## src/rtl/core/sfr_pkg.sv

```systemverilog
package sfr_pkg;

  // Default number of message bytes one store bank holds.
  localparam int STORE_DEPTH_DEF = 16;

  // Field widths of the channels.
  localparam int BYTE_W   = 8;
  localparam int STATUS_W = 2;
  localparam int POS_W    = 4;
  localparam int CNT_W    = 5;
  localparam int CFG_IDX_W = 2;
  localparam int M_TDATA_W = 16;

  // Number of frame commands held between the parser and the drain.
  localparam int QUEUE_DEPTH = 2;

  // Result status codes.
  localparam logic [STATUS_W-1:0] ST_MSG      = 2'd0;
  localparam logic [STATUS_W-1:0] ST_CSUM_ERR = 2'd1;
  localparam logic [STATUS_W-1:0] ST_TOO_LONG = 2'd2;

  // Configuration register indexes.
  localparam logic [CFG_IDX_W-1:0] CFG_START  = 2'd0;
  localparam logic [CFG_IDX_W-1:0] CFG_ESCAPE = 2'd1;
  localparam logic [CFG_IDX_W-1:0] CFG_MASK   = 2'd2;

  // Configuration reset values.
  localparam logic [BYTE_W-1:0] START_RST  = 8'd126;
  localparam logic [BYTE_W-1:0] ESCAPE_RST = 8'd125;
  localparam logic [BYTE_W-1:0] MASK_RST   = 8'd32;

  // One finished frame as the drain sees it.
  typedef struct packed {
    logic [STATUS_W-1:0] kind;
    logic                bank;
    logic [CNT_W-1:0]    count;
  } cmd_t;

  // The drain hands a store bank back to the parser.
  typedef struct packed {
    logic valid;
    logic bank;
  } release_t;

endpackage

```

## src/rtl/core/sfr_ram.sv

```systemverilog
module sfr_ram #(
  parameter int WIDTH = 8,
  parameter int DEPTH = 32
) (
  input  logic                     clk,
  input  logic                     wr_en,
  input  logic [$clog2(DEPTH)-1:0] wr_addr,
  input  logic [WIDTH-1:0]         wr_data,
  input  logic                     rd_en,
  input  logic [$clog2(DEPTH)-1:0] rd_addr,
  output logic [WIDTH-1:0]         rd_data
);

  logic [WIDTH-1:0] mem [DEPTH];

  // One write port and one registered read port.
  always_ff @(posedge clk) begin
    if (wr_en) begin
      mem[wr_addr] <= wr_data;
    end
    if (rd_en) begin
      rd_data <= mem[rd_addr];
    end
  end

endmodule

```

## src/rtl/core/sfr_queue.sv

```systemverilog
module sfr_queue
  import sfr_pkg::*;
(
  input  logic clk,
  input  logic rst,
  input  logic push,
  input  cmd_t push_cmd,
  output logic full,
  input  logic pop,
  output logic head_valid,
  output cmd_t head_cmd
);

  localparam int PW = (QUEUE_DEPTH > 1) ? $clog2(QUEUE_DEPTH) : 1;
  localparam int NW = $clog2(QUEUE_DEPTH + 1);

  cmd_t          entry [QUEUE_DEPTH];
  logic [PW-1:0] wr_ptr;
  logic [PW-1:0] rd_ptr;
  logic [NW-1:0] fill;

  assign full       = (fill == NW'(QUEUE_DEPTH));
  assign head_valid = (fill != '0);
  assign head_cmd   = entry[rd_ptr];

  // Entry storage needs no reset.
  always_ff @(posedge clk) begin
    if (push) begin
      entry[wr_ptr] <= push_cmd;
    end
  end

  // Pointers and fill level.
  always_ff @(posedge clk) begin
    if (rst) begin
      wr_ptr <= '0;
      rd_ptr <= '0;
      fill   <= '0;
    end else begin
      if (push) begin
        wr_ptr <= (wr_ptr == PW'(QUEUE_DEPTH - 1)) ? '0 : wr_ptr + 1'b1;
      end
      if (pop) begin
        rd_ptr <= (rd_ptr == PW'(QUEUE_DEPTH - 1)) ? '0 : rd_ptr + 1'b1;
      end
      if (push && !pop) begin
        fill <= fill + 1'b1;
      end else if (pop && !push) begin
        fill <= fill - 1'b1;
      end
    end
  end

  // The fill level never runs past the depth.
  a_fill_bound: assert property (@(posedge clk) disable iff (rst)
    fill <= NW'(QUEUE_DEPTH))
    else $error("queue fill level beyond its depth");

endmodule

```

## src/rtl/core/sfr_front.sv

```systemverilog
module sfr_front
  import sfr_pkg::*;
#(
  parameter int STORE_DEPTH = STORE_DEPTH_DEF
) (
  input  logic                          clk,
  input  logic                          rst,
  input  logic                          cfg_valid,
  input  logic [CFG_IDX_W-1:0]          cfg_index,
  input  logic [BYTE_W-1:0]             cfg_data,
  input  logic                          s_tvalid,
  output logic                          s_tready,
  input  logic [BYTE_W-1:0]             s_tdata,
  output logic                          wr_en,
  output logic [$clog2(2*STORE_DEPTH)-1:0] wr_addr,
  output logic [BYTE_W-1:0]             wr_data,
  output logic                          push,
  output cmd_t                          push_cmd,
  input  logic                          q_full,
  input  release_t                      rel
);

  localparam int USABLE = (STORE_DEPTH < 16) ? STORE_DEPTH : 16;
  localparam int AW     = $clog2(2 * STORE_DEPTH);

  logic [BYTE_W-1:0] start_marker;
  logic [BYTE_W-1:0] escape_marker;
  logic [BYTE_W-1:0] escape_mask;

  logic              after_start;
  logic              after_escape;
  logic signed [8:0] bytes_left;
  logic [BYTE_W-1:0] running_sum;
  logic [CNT_W-1:0]  fill_index;
  logic              too_long;
  logic              bank;
  logic [1:0]        bank_busy;

  logic              accept;
  logic              is_start;
  logic              idle_byte;
  logic              is_escape;
  logic [BYTE_W-1:0] unesc;
  logic [BYTE_W-1:0] sum_new;
  logic              data_byte;
  logic              length_byte;
  logic              msg_byte;
  logic              csum_byte;
  logic              good_frame;

  // A byte is taken while a command slot is free and the open bank is not draining.
  assign s_tready = !q_full && !bank_busy[bank];
  assign accept   = s_tvalid && s_tready;

  // Classify the incoming byte.
  always_comb begin
    is_start    = (s_tdata == start_marker);
    idle_byte   = !is_start && !after_start && bytes_left[8];
    is_escape   = !is_start && !idle_byte && !after_escape && (s_tdata == escape_marker);
    data_byte   = accept && !is_start && !idle_byte && !is_escape;
    unesc       = after_escape ? (s_tdata ^ escape_mask) : s_tdata;
    sum_new     = running_sum + unesc;
    length_byte = data_byte && after_start;
    msg_byte    = data_byte && !after_start && (bytes_left != '0);
    csum_byte   = data_byte && !after_start && (bytes_left == '0);
    good_frame  = !too_long && (sum_new == '0);
  end

  // Store write of a message byte into the open bank.
  always_comb begin
    wr_en   = msg_byte && !too_long && (fill_index < CNT_W'(USABLE));
    wr_addr = bank ? AW'(STORE_DEPTH) + AW'(fill_index) : AW'(fill_index);
    wr_data = unesc;
  end

  // Frame command at the checksum byte; a good empty frame gives none.
  always_comb begin
    push           = csum_byte && !(good_frame && (fill_index == '0));
    push_cmd.bank  = bank;
    push_cmd.count = fill_index;
    if (too_long) begin
      push_cmd.kind = ST_TOO_LONG;
    end else if (sum_new != '0) begin
      push_cmd.kind = ST_CSUM_ERR;
    end else begin
      push_cmd.kind = ST_MSG;
    end
  end

  // Configuration registers.
  always_ff @(posedge clk) begin
    if (rst) begin
      start_marker  <= START_RST;
      escape_marker <= ESCAPE_RST;
      escape_mask   <= MASK_RST;
    end else if (cfg_valid) begin
      case (cfg_index)
        CFG_START:  start_marker  <= cfg_data;
        CFG_ESCAPE: escape_marker <= cfg_data;
        CFG_MASK:   escape_mask   <= cfg_data;
        default:    ;
      endcase
    end
  end

  // Parser state.
  always_ff @(posedge clk) begin
    if (rst) begin
      after_start  <= 1'b0;
      after_escape <= 1'b0;
      bytes_left   <= -9'sd1;
      running_sum  <= '0;
      fill_index   <= '0;
      too_long     <= 1'b0;
    end else if (accept) begin
      if (is_start) begin
        after_start  <= 1'b1;
        after_escape <= 1'b0;
      end else if (is_escape) begin
        after_escape <= 1'b1;
      end else if (length_byte) begin
        after_escape <= 1'b0;
        after_start  <= 1'b0;
        bytes_left   <= $signed({1'b0, unesc});
        running_sum  <= '0;
        fill_index   <= '0;
        too_long     <= (unesc > BYTE_W'(USABLE));
      end else if (data_byte) begin
        after_escape <= 1'b0;
        running_sum  <= sum_new;
        bytes_left   <= bytes_left - 9'sd1;
        if (wr_en) begin
          fill_index <= fill_index + 1'b1;
        end
      end
    end
  end

  // Bank ownership: a good frame hands its bank to the drain until it is sent.
  always_ff @(posedge clk) begin
    if (rst) begin
      bank      <= 1'b0;
      bank_busy <= '0;
    end else begin
      if (rel.valid) begin
        bank_busy[rel.bank] <= 1'b0;
      end
      if (push && (push_cmd.kind == ST_MSG)) begin
        bank_busy[bank] <= 1'b1;
        bank            <= !bank;
      end
    end
  end

  // The parser never writes into a bank the drain still owns.
  a_no_busy_write: assert property (@(posedge clk) disable iff (rst)
    wr_en |-> !bank_busy[bank])
    else $error("store write into a draining bank");

  // Commands are pushed only when the queue has room.
  a_push_room: assert property (@(posedge clk) disable iff (rst)
    push |-> !q_full)
    else $error("command push into a full queue");

endmodule

```

## src/rtl/core/sfr_back.sv

```systemverilog
module sfr_back
  import sfr_pkg::*;
#(
  parameter int STORE_DEPTH = STORE_DEPTH_DEF
) (
  input  logic                             clk,
  input  logic                             rst,
  input  logic                             q_valid,
  input  cmd_t                             q_cmd,
  output logic                             pop,
  output logic                             rd_en,
  output logic [$clog2(2*STORE_DEPTH)-1:0] rd_addr,
  input  logic [BYTE_W-1:0]                rd_data,
  output release_t                         rel,
  output logic                             m_tvalid,
  input  logic                             m_tready,
  output logic [M_TDATA_W-1:0]             m_tdata,
  output logic [STATUS_W-1:0]              m_tuser,
  output logic                             m_tlast
);

  localparam int AW = $clog2(2 * STORE_DEPTH);

  localparam logic [1:0] S_IDLE = 2'd0;
  localparam logic [1:0] S_READ = 2'd1;
  localparam logic [1:0] S_HOLD = 2'd2;

  logic [1:0]          state;
  logic [1:0]          state_next;
  cmd_t                cur;
  logic [CNT_W-1:0]    idx;
  logic [CNT_W-1:0]    rd_idx;
  logic                rd_bank;
  logic [STATUS_W-1:0] out_status;
  logic [BYTE_W-1:0]   out_payload;
  logic [POS_W-1:0]    out_pos;
  logic                out_last;
  logic                beat_done;

  assign m_tvalid  = (state == S_HOLD);
  assign m_tdata   = {{(M_TDATA_W - BYTE_W - POS_W){1'b0}}, out_pos, out_payload};
  assign m_tuser   = out_status;
  assign m_tlast   = out_last;
  assign beat_done = m_tvalid && m_tready;
  assign pop       = (state == S_IDLE) && q_valid;

  // Store read: the first byte on a new data frame, the next one after each beat but the last.
  always_comb begin
    rd_en   = 1'b0;
    rd_idx  = '0;
    rd_bank = q_cmd.bank;
    if (pop && (q_cmd.kind == ST_MSG)) begin
      rd_en = 1'b1;
    end else if (beat_done && !out_last) begin
      rd_en   = 1'b1;
      rd_idx  = idx + 1'b1;
      rd_bank = cur.bank;
    end
    rd_addr = rd_bank ? AW'(STORE_DEPTH) + AW'(rd_idx) : AW'(rd_idx);
  end

  // Hand the bank back once the last byte of a data frame is taken.
  always_comb begin
    rel.valid = beat_done && out_last && (out_status == ST_MSG);
    rel.bank  = cur.bank;
  end

  // Sequencer.
  always_comb begin
    state_next = state;
    case (state)
      S_IDLE: begin
        if (pop) begin
          state_next = (q_cmd.kind == ST_MSG) ? S_READ : S_HOLD;
        end
      end
      S_READ: state_next = S_HOLD;
      S_HOLD: begin
        if (beat_done) begin
          state_next = out_last ? S_IDLE : S_READ;
        end
      end
      default: state_next = S_IDLE;
    endcase
  end

  always_ff @(posedge clk) begin
    if (rst) begin
      state <= S_IDLE;
    end else begin
      state <= state_next;
    end
  end

  // Output register and frame bookkeeping.
  always_ff @(posedge clk) begin
    if (pop) begin
      cur         <= q_cmd;
      idx         <= '0;
      out_status  <= q_cmd.kind;
      out_payload <= '0;
      out_pos     <= '0;
      out_last    <= 1'b1;
    end else if (state == S_READ) begin
      out_payload <= rd_data;
      out_pos     <= POS_W'(idx);
      out_last    <= (idx + 1'b1 == cur.count);
    end else if (beat_done && !out_last) begin
      idx <= idx + 1'b1;
    end
  end

  // An error beat is always the last one, with zero payload and position.
  a_err_last: assert property (@(posedge clk) disable iff (rst)
    (m_tvalid && (m_tuser != ST_MSG)) |-> (m_tlast && (m_tdata == '0)))
    else $error("error beat not closed or not zeroed");

  // A read issued for a frame byte is shown once the store data has passed into the output register.
  a_read_to_hold: assert property (@(posedge clk) disable iff (rst)
    (state == S_READ) |=> m_tvalid)
    else $error("store read not followed by an output beat");

endmodule

```

## src/rtl/core/stuffed_frame_receiver_core.sv

```systemverilog
// Channel  Direction  Beat contents
// s        in         tdata[7:0] raw_byte
// m        out        tdata[7:0] payload, [11:8] position; tuser status; tlast last
// cfg      in         cfg_index register index, cfg_data value; always ready
//
// The parser takes one link byte per cycle. It stalls only while the command
// queue is full or while the store bank it would fill is still being drained.
// Each message beat in the drain takes a store read, then the output register;
// an error beat is loaded into the output register as its command is popped.
// Reset clears all control state and restores the configuration registers; the
// message store is not cleared and needs no clearing pass.
module stuffed_frame_receiver_core
  import sfr_pkg::*;
#(
  parameter int STORE_DEPTH = STORE_DEPTH_DEF
) (
  input  logic                  clk,
  input  logic                  rst,
  input  logic                  cfg_valid,
  output logic                  cfg_ready,
  input  logic [CFG_IDX_W-1:0]  cfg_index,
  input  logic [BYTE_W-1:0]     cfg_data,
  input  logic                  s_tvalid,
  output logic                  s_tready,
  input  logic [BYTE_W-1:0]     s_tdata,   // raw_byte
  output logic                  m_tvalid,
  input  logic                  m_tready,
  output logic [M_TDATA_W-1:0]  m_tdata,   // payload, position, zero fill
  output logic [STATUS_W-1:0]   m_tuser,   // status
  output logic                  m_tlast
);

  localparam int AW = $clog2(2 * STORE_DEPTH);

  logic              wr_en;
  logic [AW-1:0]     wr_addr;
  logic [BYTE_W-1:0] wr_data;
  logic              rd_en;
  logic [AW-1:0]     rd_addr;
  logic [BYTE_W-1:0] rd_data;
  logic              push;
  cmd_t              push_cmd;
  logic              q_full;
  logic              pop;
  logic              q_valid;
  cmd_t              q_cmd;
  release_t          rel;

  assign cfg_ready = 1'b1;

  sfr_front #(
    .STORE_DEPTH(STORE_DEPTH)
  ) u_front (
    .clk      (clk),
    .rst      (rst),
    .cfg_valid(cfg_valid),
    .cfg_index(cfg_index),
    .cfg_data (cfg_data),
    .s_tvalid (s_tvalid),
    .s_tready (s_tready),
    .s_tdata  (s_tdata),
    .wr_en    (wr_en),
    .wr_addr  (wr_addr),
    .wr_data  (wr_data),
    .push     (push),
    .push_cmd (push_cmd),
    .q_full   (q_full),
    .rel      (rel)
  );

  // Two banks, so one frame can fill while the previous one drains.
  sfr_ram #(
    .WIDTH(BYTE_W),
    .DEPTH(2 * STORE_DEPTH)
  ) u_store (
    .clk    (clk),
    .wr_en  (wr_en),
    .wr_addr(wr_addr),
    .wr_data(wr_data),
    .rd_en  (rd_en),
    .rd_addr(rd_addr),
    .rd_data(rd_data)
  );

  sfr_queue u_queue (
    .clk       (clk),
    .rst       (rst),
    .push      (push),
    .push_cmd  (push_cmd),
    .full      (q_full),
    .pop       (pop),
    .head_valid(q_valid),
    .head_cmd  (q_cmd)
  );

  sfr_back #(
    .STORE_DEPTH(STORE_DEPTH)
  ) u_back (
    .clk     (clk),
    .rst     (rst),
    .q_valid (q_valid),
    .q_cmd   (q_cmd),
    .pop     (pop),
    .rd_en   (rd_en),
    .rd_addr (rd_addr),
    .rd_data (rd_data),
    .rel     (rel),
    .m_tvalid(m_tvalid),
    .m_tready(m_tready),
    .m_tdata (m_tdata),
    .m_tuser (m_tuser),
    .m_tlast (m_tlast)
  );

endmodule
```

## config.mk

```make
export PLATFORM = sky130hd
export DESIGN_NAME = stuffed_frame_receiver_core
export DESIGN_NICKNAME = d
export VERILOG_FILES = /design/src/rtl/core/sfr_pkg.sv /design/src/rtl/core/sfr_ram.sv /design/src/rtl/core/sfr_queue.sv /design/src/rtl/core/sfr_front.sv /design/src/rtl/core/sfr_back.sv /design/src/rtl/core/stuffed_frame_receiver_core.sv
export SDC_FILE = /design/constraint.sdc
export NUM_CORES = 1
export LEC_CHECK = 0
export BUFFER_PORTS_ARGS = -buffer_cell sky130_fd_sc_hd__buf_4
export CORE_MARGIN = 5
export CORE_UTILIZATION = 25
export CTS_CLUSTER_DIAMETER = 60
export DETAILED_ROUTE_END_ITERATION = 10
export SLEW_MARGIN = 15
export SYNTH_ARGS = -nofsm -noshare
export SYNTH_HDL_FRONTEND = slang
export SYNTH_SLANG_ARGS = --single-unit
```

## constraint.sdc

```tcl
create_clock -name clk -period 5.39 [get_ports clk]
set_input_delay 0.8085 -clock clk [delete_from_list [all_inputs] [get_ports clk]]
set_output_delay 0.8085 -clock clk [all_outputs]
set_load 0.1 [all_outputs]
```

==> flow_metrics.py <==
metrics = {
    "status": {
        "outcome": "finished clean",
    },
    "synthesis": {
        "synth_ff_type": "edfxtp_1",
        "ys_seq_area_share_pct": 64.6,
        "yosysWarningCount": 0,
        "synth_mux_area_share_pct": 4.42,
        "syn_avg_cell_area_sq_um": 12.3,
        "syn_inst": 1284,
        "synth-edff-count": 288,
        "synth_area_sq_um": 15800,
        "postSynth.asyncResetShare_pct": 0,
        "synthAdderAreaFrac_pct": 1.40,
        "synth-seq-cells": 365,
        "synth.distinct_cells": 72,
        "synth_xor_area_share_pct": 2.67,
        "synth_top_family_by_area": "simple AND/OR/NAND/NOR gates",
        "synth-compound-area-share_pct": 10.6,
        "synthSimpleGateAreaFrac_pct": 13.3,
    },
    "timing": {
        "rsz0062_at_grt": "false",
        "finalHoldViolations": 0,
        "setup_viol": 0,
        "fin_crit_ns": 4.30,
        "max_freq_mhz": 233,
        "finalMaxSlewViolations": 0,
        "period_share_pct": 79.7,
        "tns_ns": 0,
        "relSlewSlack_pct": 16.8,
        "worstMarginPinSlew_ns": 1.22,
        "clock_skew_ns": 0.0303,
    },
    "worst_setup_path": {
        "cp-end-kind": "flip-flop",
        "reg2reg_to": "u_queue.fill[1]$_SDFFE_PP0P_",
        "worstSetupPathType": "flip-flop to flip-flop",
        "r2r_cells": 13,
        "r2r_start": "u_front.after_escape$_SDFFE_PP0P_",
        "cp-start-kind": "flip-flop",
        "worst_ep_arrival_time_ns": 4.75,
        "cp.required_ns": 5.84,
        "worst-r2r-setup-slack_ns": 1.09,
        "crit_path_max_fanout": 33,
    },
    "die": {
        "initial_core_util_pct": 25.1,
        "dieArea_sq_um": 68200,
        "io_pins": 45,
        "rows": 92,
        "dieWidth_microns": 261,
        "coreArea_sq_um": 62900,
        "die_height_microns": 261,
    },
    "clock_network": {
        "ctsHtreeMaxLevel": 2,
        "postCtsSetupBuffers": 0,
        "path_clk_slew_ns": 0.06,
        "insertion_delay_ns": 0.55,
        "cts_tree": "built",
        "cts_sinks": 365,
        "root_buffer": "clkbuf_16",
        "cts_inserted_buffers": 39,
        "clockBufferDepth": 3,
        "postCtsHoldBufs": 0,
        "ctsResizeCount": 0,
    },
    "layout": {
        "n_fill_cell": 6407,
        "final_common_cell": "edfxtp_1",
        "nets": 1356,
        "regArea_sq_um": 10200,
        "area_growth_syn_to_layout_pct": 15.9,
        "antenna_cells": 0,
        "drive_above_1_share_pct": 11.3,
        "layout_common_cells": "288 x edfxtp_1, 191 x nand2_1, 76 x nor2_1, 76 x dfxtp_1, 71 x buf_4",
        "multiInputGateArea_sq_um": 5210,
    },
    "global_routing": {
        "gr-total-overflow": 0,
        "track_usage_pct": 11.3,
        "grt_max_degree": 80,
        "grt_pass1_wl_microns": 61000,
        "grt_pass1_vias": 10100,
        "antenna_found_initial": 0,
    },
    "pwr": {
        "p_per_area_nw_per_um2": 364,
        "clockPowerShare_pct": 38.0,
        "seqPwrFrac_pct": 48.9,
        "power.total_mw": 6.65,
        "p_int_mw": 4.84,
        "swShare_pct": 27.3,
        "combPwrFrac_pct": 13.1,
        "p_leak_nw": 5.99,
        "power_switching_mw": 1.82,
        "ir_worst_vdd_v": 0.000176,
    },
    "route": {
        "vias": 10600,
        "finalWirelength_microns": 39800,
        "drtIter0Drc": 1138,
        "wl_per_cell_microns": 18.2,
        "ant_nets": 0,
        "firstDrtPassIters": 5,
        "viasPerCell": 4.82,
        "drc": 0,
    },
    "hold_path": {
        "min_to": "u_back.out_payload[3]$_SDFFE_PP0N_",
        "holdPathStages": 2,
        "hold_path.class": "flip-flop to flip-flop",
        "worstHoldStart": "u_back.out_payload[3]$_SDFFE_PP0N_",
    },
    "placement": {
        "port_buffers": 39,
        "place_hpwl_microns": 25400,
        "gp_congestion": 0.812,
    },
    "flow_run": {
        "cap_violations": 0,
    },
}
==> power groups by stage <==
| stage | Sequential (mW) | Combinational [mW] | Clock, mW |
|---|---|---|---|
| after global routing | 3.27 | 0.936 | 2.70 |
| after detailed placement | 3.31 | 0.881 | 0 |
| after global placement | 3.31 | 0.870 | 0 |
| after floorplan | 3.53 | 0.400 | 0 |
| final | 3.25 | 0.872 | 2.53 |
| after CTS | 3.25 | 0.882 | 2.57 |
==> worst max-delay path by stage <==
| stage | cells after the start | slack, ns | endpoint | start |
|---|---|---|---|---|
| 2_1_floorplan | 10 | 0.95 | u_queue.entry[0][0]$_DFFE_PP_ | s_tdata[5] |
| 3_3_place_gp | 13 | 0.90 | u_queue.fill[1]$_SDFFE_PP0P_ | s_tdata[4] |
| 3_5_place_dp | 13 | 0.80 | u_queue.fill[1]$_SDFFE_PP0P_ | s_tdata[4] |
| 4_1_cts | 13 | 1.10 | u_queue.fill[1]$_SDFFE_PP0P_ | u_front.after_escape$_SDFFE_PP0P_ |
| 5_1_grt | 13 | 0.71 | u_queue.fill[1]$_SDFFE_PP0P_ | u_front.after_escape$_SDFFE_PP0P_ |
| 6_report | 13 | 1.09 | u_queue.fill[1]$_SDFFE_PP0P_ | u_front.after_escape$_SDFFE_PP0P_ |
==> critical path: stages (launching register included) <==
cell	delay, ns
dfxtp_1	0.53
nand2_1	0.11
xor2_1	0.27
inv_1	0.07
buf_4	0.26
ha_1	0.44
a21oi_1	0.44
nor4bb_1	0.46
nor3_1	0.15
nor3_2	0.43
a31oi_1	0.20
ha_1	0.35
or3_1	0.35
a21oi_1	0.14
==> cell type report <==
cell class                      count  area share, %
Sequential cell                   365           55.7
Tap cell                          846           5.79
Multi-Input combinational cell    811           28.5
Inverter                           28          0.575
Timing Repair Buffer               71           2.91
Clock inverter                     22          0.930
Clock buffer                       49           5.59
==> synthesized netlist by cell type (8+ instances only) <==
cell type / count / area share (%)
xnor2_1: 20 / 1.1
nor3_1: 18 / 0.57
buf_2: 12 / 0.38
xor2_1: 23 / 1.3
o22ai_1: 25 / 0.99
or3_1: 10 / 0.40
a21oi_1: 50 / 1.6
o21ai_0: 21 / 0.67
mux2_2: 9 / 0.64
clkbuf_1: 59 / 1.4
a31oi_1: 25 / 0.99
a311o_1: 8 / 0.51
mux2i_1: 58 / 3.7
nand4_1: 8 / 0.32
nor4_1: 21 / 0.83
ha_1: 16 / 1.3
nand2_1: 192 / 4.6
nor2b_1: 18 / 0.71
a211oi_1: 21 / 1.0
nand3_1: 21 / 0.67
inv_1: 28 / 0.67
nor2_1: 77 / 1.8
dfxtp_1: 77 / 9.8
a2111oi_0: 10 / 0.56
a221oi_1: 9 / 0.50
and3_1: 17 / 0.67
nand3b_1: 16 / 0.76
a311oi_1: 10 / 0.56
edfxtp_1: 288 / 55
a211o_1: 9 / 0.50
==> through the flow <==
stage	instance area [sq um]	setup WS (ns)	std cells	util (%)	hold WS [ns]
CTS	18300	1.10	2192	29.1	0.456
floorplan	15800	0.954	1287	-	0.424
finish	18300	1.09	2192	29.1	0.457
global placement	17100	0.904	2121	27.2	0.445
detailed placement	17100	0.796	2121	27.2	0.448
global route	18300	0.706	2192	29.1	0.470
==> registers in the layout (all words and copies together) (netlist names), 4 cells and up, named ones only <==
| signal | flops |
|---|---|
| u_back.cur | 5 |
| u_back.idx | 5 |
| u_back.out_payload | 8 |
| u_back.out_pos | 4 |
| u_front.bytes_left | 9 |
| u_front.escape_marker | 8 |
| u_front.escape_mask | 8 |
| u_front.fill_index | 5 |
| u_front.running_sum | 8 |
| u_front.start_marker | 8 |
| u_queue.entry | 16 |
| u_store.mem | 256 |
| u_store.rd_data | 8 |
==> per-layer routing <==
layer	up-vias	GRT usage, %	part of all wire, %
met5	-	0	0
met4	0	3.49	2.8
met3	82	1.90	6.2
met2	351	18.0	47
met1	5233	15.9	44
li1	4897	-	-
==> cell families (layout without fill, tap and decap cells) <==
group | count (synthesis) | in the layout
and+or+nand+nor | 437 | 437
DFF | 365 | 365
AOI/OAI and AO/OA | 239 | 239
buffers and inverters | 111 | 170
muxes | 68 | 68
xor gates and xnor gates | 45 | 45
adders and majority gates | 17 | 17
other | 2 | 5
Note: power is estimated with default switching activity, not from simulation.
